===== src/rtl/cgp_pkg.sv =====
// Package: widths, side-band types and saturation helper for the goal point pipeline.
package cgp_pkg;

    localparam int COORD_BITS   = 24;
    localparam int CFG_IDX_W    = 8;
    localparam int CFG_DATA_W   = 16;
    localparam int UNITS_PER_CM = 100;
    localparam int DIST_W       = (COORD_BITS > 23) ? COORD_BITS : 23;
    localparam int SQ_W         = 2 * COORD_BITS;
    localparam int ROOT_W       = COORD_BITS;
    localparam int REM_W        = COORD_BITS + 3;
    localparam int SQ_STEPS     = COORD_BITS;
    localparam int Q_W          = COORD_BITS + DIST_W;
    localparam int DREM_W       = COORD_BITS + 1;
    localparam int DIV_STEPS    = Q_W;

    localparam logic [CFG_IDX_W-1:0] REG_PREF    = CFG_IDX_W'(0);
    localparam logic [CFG_IDX_W-1:0] REG_DEADB   = CFG_IDX_W'(1);
    localparam logic [CFG_IDX_W-1:0] REG_REVERSE = CFG_IDX_W'(2);
    localparam logic [CFG_IDX_W-1:0] REG_STOP    = CFG_IDX_W'(3);

    localparam logic [Q_W-1:0] LIM_NEG = Q_W'(1) << (COORD_BITS - 1);
    localparam logic [Q_W-1:0] LIM_POS = LIM_NEG - Q_W'(1);

    typedef struct packed {
        logic                  tv;
        logic                  nx;
        logic                  ny;
        logic [COORD_BITS-1:0] ax;
        logic [COORD_BITS-1:0] ay;
    } t_side;

    typedef struct packed {
        logic tv;
        logic hold;
        logic sx;
        logic sy;
    } t_dside;

    function automatic logic [COORD_BITS-1:0] sat_enc(input logic [Q_W-1:0] mag,
                                                      input logic neg);
        logic [Q_W-1:0] m;
        if (neg) begin
            m = (mag > LIM_NEG) ? LIM_NEG : mag;
            m = ~m + Q_W'(1);
        end else begin
            m = (mag > LIM_POS) ? LIM_POS : mag;
        end
        return m[COORD_BITS-1:0];
    endfunction

endpackage


===== src/rtl/cgp_sqrt.sv =====
// Pipelined integer square root, one result bit per stage.
module cgp_sqrt import cgp_pkg::*; (
    input  logic            i_clk,
    input  logic            i_rst_n,
    input  logic            i_en,
    input  logic            i_valid,
    input  t_side           i_side,
    input  logic [SQ_W-1:0] i_rad,
    output logic            o_valid,
    output t_side           o_side,
    output logic [ROOT_W-1:0] o_root
);

    logic              w_v    [0:SQ_STEPS];
    t_side             w_side [0:SQ_STEPS];
    logic [SQ_W-1:0]   w_rad  [0:SQ_STEPS];
    logic [REM_W-1:0]  w_rem  [0:SQ_STEPS];
    logic [ROOT_W-1:0] w_root [0:SQ_STEPS];

    logic              r_v    [0:SQ_STEPS-1];
    t_side             r_side [0:SQ_STEPS-1];
    logic [SQ_W-1:0]   r_rad  [0:SQ_STEPS-1];
    logic [REM_W-1:0]  r_rem  [0:SQ_STEPS-1];
    logic [ROOT_W-1:0] r_root [0:SQ_STEPS-1];

    logic [SQ_W-1:0]   n_rad  [0:SQ_STEPS-1];
    logic [REM_W-1:0]  n_rem  [0:SQ_STEPS-1];
    logic [ROOT_W-1:0] n_root [0:SQ_STEPS-1];

    always_comb begin
        w_v[0]    = i_valid;
        w_side[0] = i_side;
        w_rad[0]  = i_rad;
        w_rem[0]  = '0;
        w_root[0] = '0;
        for (int k = 1; k <= SQ_STEPS; k++) begin
            w_v[k]    = r_v[k-1];
            w_side[k] = r_side[k-1];
            w_rad[k]  = r_rad[k-1];
            w_rem[k]  = r_rem[k-1];
            w_root[k] = r_root[k-1];
        end
    end

    always_comb begin
        for (int k = 0; k < SQ_STEPS; k++) begin
            logic [REM_W-1:0] sh;
            logic [REM_W-1:0] trial;
            sh    = {w_rem[k][REM_W-3:0], w_rad[k][SQ_W-1 -: 2]};
            trial = REM_W'({w_root[k], 2'b01});
            n_rad[k] = {w_rad[k][SQ_W-3:0], 2'b00};
            if (sh >= trial) begin
                n_rem[k]  = sh - trial;
                n_root[k] = {w_root[k][ROOT_W-2:0], 1'b1};
            end else begin
                n_rem[k]  = sh;
                n_root[k] = {w_root[k][ROOT_W-2:0], 1'b0};
            end
        end
    end

    always_ff @(posedge i_clk) begin
        for (int k = 0; k < SQ_STEPS; k++) begin
            if (!i_rst_n) begin
                r_v[k] <= 1'b0;
            end else if (i_en) begin
                r_v[k] <= w_v[k];
            end
            if (i_en) begin
                r_side[k] <= w_side[k];
                r_rad[k]  <= n_rad[k];
                r_rem[k]  <= n_rem[k];
                r_root[k] <= n_root[k];
            end
        end
    end

    assign o_valid = w_v[SQ_STEPS];
    assign o_side  = w_side[SQ_STEPS];
    assign o_root  = w_root[SQ_STEPS];

endmodule


===== config.mk =====
export PLATFORM = sky130hd
export DESIGN_NAME = cgp_sqrt
export DESIGN_NICKNAME = d
export VERILOG_FILES = /design/src/rtl/cgp_pkg.sv /design/src/rtl/cgp_sqrt.sv
export SDC_FILE = /design/constraint.sdc
export NUM_CORES = 2
export LEC_CHECK = 0
export ABC_CLOCK_PERIOD_IN_PS = 5800
export BUFFER_PORTS_ARGS = -buffer_cell sky130_fd_sc_hd__buf_2
export CORE_ASPECT_RATIO = 1.4
export CORE_MARGIN = 3
export CORE_UTILIZATION = 35
export CTS_CLUSTER_DIAMETER = 60
export CTS_CLUSTER_SIZE = 10
export DETAILED_ROUTE_END_ITERATION = 12
export SLEW_MARGIN = 30
export SYNTH_ARGS = -nofsm -noshare
export SYNTH_HDL_FRONTEND = slang
export SYNTH_SLANG_ARGS = --single-unit

===== constraint.sdc =====
create_clock -name i_clk -period 5.8 [get_ports i_clk]
set_input_delay 0.58 -clock i_clk [delete_from_list [all_inputs] [get_ports i_clk]]
set_output_delay 0.58 -clock i_clk [all_outputs]
set_load 0.01 [all_outputs]

* Word level (Yosys, flattened, before mapping) *
Memories as Yosys holds them, arrays and structs flattened.
Cells that the tools add are included.

storage, ports and cells
  register bits = 0
  memory bits (writable) = 3576
  input bits = 103
  output and inout port bits = 76
  memories kept = 5

memory list
  memory  words  bits a word  rd ports  clocked after memory_dff  write ports  line            text
  r_side  24     51           24        0                         24           cgp_sqrt.sv:21  t_side r_side [0:SQ_STEPS-1];
  r_rad   24     46           23        0                         24           cgp_sqrt.sv:22  logic [SQ_W-1:0] r_rad [0:SQ_STEPS-1];
  r_rem   24     27           23        0                         24           cgp_sqrt.sv:23  logic [REM_W-1:0] r_rem [0:SQ_STEPS-1];
  r_root  24     24           24        0                         24           cgp_sqrt.sv:24  logic [ROOT_W-1:0] r_root [0:SQ_STEPS-1];
  r_v     24     1            24        0                         24           cgp_sqrt.sv:20  logic r_v [0:SQ_STEPS-1];

cells by class
  $add $sub $neg = 24
  order comparisons = 24
  muxes and demuxes = 77
  bitwise operators = 24

operators by type and width
  cell                                                                                  number
  27-bit two-way mux                                                                    24
  27-bit by 26-bit greater-or-equal comparator with 1-bit output                        23
  27-bit by 26-bit subtractor with 27-bit output                                        23
  1-bit two-way mux                                                                     53
  1-bit bitwise OR                                                                      24
  2-bit by 1-bit subtractor with 3-bit output (second input constant)                   1
  2-bit by 1-bit greater-or-equal comparator with 1-bit output (second input constant)  1

* Logic depth before layout (Yosys ltp) *
  depth in word-level cells = 4
  depth in mapped cells = 14
  depth with buffers taken out = 13

* Worst setup path before layout *
OpenSTA, ideal clock, no wires.

  path kind = reg-to-reg
  start point = memory r_rem[2][0] (netlist name)
  end point = memory r_rem[2][49] (netlist name) (data pin)
  arrival time = 2833 ps
  required time = 5542 ps
  path slack = 2709 ps
  cell stages (with the launch flop) = 12
  path buffers = 1
  period minus slack after synthesis = 3091 ps
  cell sequence = edfxtp_1 ha_1 o21ai_0 o2bb2ai_1 o2111ai_1 nand3_1 a41oi_1 nor3_1 buf_2 a2111oi_0 nand2_1 xnor2_1

RTL lines
  what             line
  start, declared  cgp_sqrt.sv:23

==> metrics <==
status finished, final reports clean; Setup CP Type register to register; total track usage 10.5%; met2 Use GR 19.9%; Worst Tran Pin Value 0.968 ns; clock buffer depth 4; count of cell types in the netlist 84; DIE WIDTH 463 µm; average size of a mapped cell 16.4 µm²; most used cell, CP a21oi_1; CP arrival 4.41 ns; reg2reg start r_rem[2][82]$_DFFE_PP_; Synth Flop Type edfxtp_1; Buffers on Ports 178; fmax 0.261 GHz; R2R cell count 10; largest net degree at the start of global routing 185; synthesized cell area 102000 µm²; maximum VDD drop 0.264 mV; dpl cells 10200; crit end category register; pwr dens 390 nW/µm²; WHS Path Cells 2; Final min period 3.83 ns; Synth area leaders edfxtp_1, ha_1, xnor2_1; P&R area growth vs syn 14.9%; ys async rst share 0%; R2R Path End r_rem[2][112]$_DFFE_PP_; Post-synth EDFFs 2641; TritonRoute pass-1 iters 7; slew margin rel. 35.5%; post-synthesis mux area share 0.664%; Core Util, Final 40.5%; Cells after Synth 6225; CP Max Fanout 18; Site Rows 234; Ys Warns 0; TNS Setup 0 ns; CP Cell Sequence ha_1 -> o211ai_1 -> a21boi_0 -> a21oi_1 -> a21oi_1 -> a21oi_1 -> o21a_1 -> nand2_1 -> buf_4 -> mux2_2; final net count 7162; Die Y 646 µm; max cap viols 0; final instance area 117000 µm²; CTS tree yes; Core Area 290000 µm²; Worst Path Required 6.38 ns; drt drc 0; Final Hold Fails 0; Setup crit start kind register; die area 299000 µm²; via/cell ratio 4.64; initial antenna violation count 1; vias after detailed routing 49500; vias in the first global route 52000; Post-Synth XOR/XNOR Area 3.72%; synth cell count leaders edfxtp_1, inv_1, nor2_1; area post-placement 108000 µm²; Setup Skew 0.0920 ns; RSZ-0062 raised after global routing no; layout cells sized above 1 10.1%; HP Class primary input to register; crit share post-route 66.0%; reg2reg setup slack 1.97 ns; clock sinks 2642; Compound-Gate Fraction of Synth Area 5.60%; Resize count post-CTS 0; Root Driver clkbuf_16; #FFs+latches synth 2642; max incr delay on CP 0.53 ns; H-Tree Level Count 5; Post-Synth Adder-Cell Area 3.98%; slowest CP cell nand2_1; Final GP Congestion 0.898; first-pass GRT wire length 259000 µm; global-route met1 utilization 10.3%; Yosys top cell area share 77.5%; fin cells 10700; CTS clk-pin slew, worst paths 0.05 ns; post-synth net total 6653; drt wl/cell 15.1 µm; leak pwr 42.5 nW; hold endpoint r_v[2][0]$_DFF_P_; largest area contributor in the netlist edfxtp_1; most common cell in the netlist edfxtp_1; hold_sp i_rst_n; DPL Wire Length 103000 µm; Final setup violation count 0; later-pin clock latency in the skew report 0.88 ns; gr ovfl total 0; Slew Viols, Final 0; Post-Route WL 161000 µm; Starting Density 35.2%; sequential area share after synthesis 77.6%; post-route ant nets 0; GRT busiest layer met2; met3 GRT Util 2.24%; total CTS buffers 312; Post-Synth Simple-Gate Area 6.35%; DR iter-0 viols 3070; I/O pins 179; main combinational cell family by area after synthesis simple AND/OR/NAND/NOR gates
[power by group]
group	internal, mW	switching, mW	total (mW)
sequential	23.2	0.777	23.9
combinational	2.13	2.89	5.02
clock	10.0	6.86	16.9
[repair_timing]
action,CTS,global route
hold endpoints to repair,101,0
setup buffers,0,0
hold buffers,101,0
[worst max-delay path: cells and delay by family, from the launching register on]
kind / cells / cell delay, ns
AND/OR/NAND/NOR: 1 / 0.53
adder cells (fa/ha/maj): 1 / 0.40
buffers and inverters: 1 / 0.32
flip-flops: 1 / 0.40
AO/OA/AOI/OAI: 6 / 1.57
multiplexers: 1 / 0.35
[worst max-delay path by stage]
stage | start | endpoint | slack [ns] | cells past startpoint
finish | r_rem[2][82]$_DFFE_PP_ | r_rem[2][112]$_DFFE_PP_ | 1.97 | 10
global route | r_rem[1][10]$_DFFE_PP_ | r_rem[1][47]$_DFFE_PP_ | 1.59 | 9
CTS | r_rem[0][172]$_DFFE_PP_ | r_rem[0][211]$_DFFE_PP_ | 1.82 | 9
detailed placement | r_rem[0][172]$_DFFE_PP_ | r_rem[0][211]$_DFFE_PP_ | 1.84 | 9
global placement | r_rem[0][172]$_DFFE_PP_ | r_rem[0][211]$_DFFE_PP_ | 1.88 | 9
floorplan | r_rem[2][0]$_DFFE_PP_ | r_rem[2][49]$_DFFE_PP_ | 2.71 | 11
[state kept, by name, summed over array words and instances, names as in the netlist]
| signal | count |
|---|---|
| r_side | 1224 |
| r_rad | 552 |
| r_root | 300 |
| r_rem | 542 |
| r_v | 24 |
[routing by layer]
metal | wire, µm | up-vias
met4 | 10200 | 0
met5 | 0 | -
met2 | 86400 | 971
met1 | 57900 | 23700
met3 | 6840 | 533
li1 | - | 24300
[area by class of cell]
| cell class | count | area, µm² |
|---|---|---|
| well taps | 3894 | 4870 |
| clock inverters | 27 | 384 |
| fillers | 26100 | 173000 |
| diodes | 3 | 7.51 |
| clock buffers | 333 | 8100 |
| multi-input cells | 3058 | 20800 |
| inverters | 390 | 1460 |
| repair buffers | 330 | 2530 |
| flip-flops and latches | 2642 | 79300 |
[metrics by stage]
| step | hold slack (ns) | power (mW) | setup WS [ns] |
|---|---|---|---|
| 6_report | 0.190 | 45.8 | 1.97 |
| 3_5_place_dp | 0.405 | 29.3 | 1.84 |
| 5_1_grt | 0.159 | 48.2 | 1.59 |
| 3_3_place_gp | 0.400 | 29.0 | 1.88 |
| 4_1_cts | 0.0950 | 46.6 | 1.82 |
| 2_1_floorplan | 0.400 | 27.6 | 2.71 |
[layout by cell type (no fill, tap or decap), drive strengths merged, types with 9 or more instances in the layout]
cell,instances
o21a,65
and2,16
inv,398
mux2,55
clkbuf,333
nand3b,18
a31oi,28
or4,26
and3,49
o31ai,25
o21ai,224
ha,325
nand3,90
o211ai,19
dlygate4sd3,101
o21bai,19
a21oi,332
nor4b,9
xnor2,252
buf,229
nor2,345
xor2,182
or2,27
nor3b,12
clkinv,12
or3,51
nor3,123
o2111ai,9
nand2,296
a21boi,12
edfxtp,2641
a21o,103
nand4,49
nor2b,44
nand2b,73
nor4,44
a211oi,24
[cell families (layout without fill, tap and decap cells)]
family / Yosys count / count (layout)
flip-flops: 2642 / 2642
AND/OR/NAND/NOR: 1300 / 1300
AO/OA/AOI/OAI: 937 / 937
buffers and inverters: 525 / 1080
XOR/XNOR: 434 / 434
adder cells (fa/ha/maj): 325 / 325
multiplexers: 61 / 61
other: 1 / 4
No activity file was read; power rests on OpenSTA's default activity.
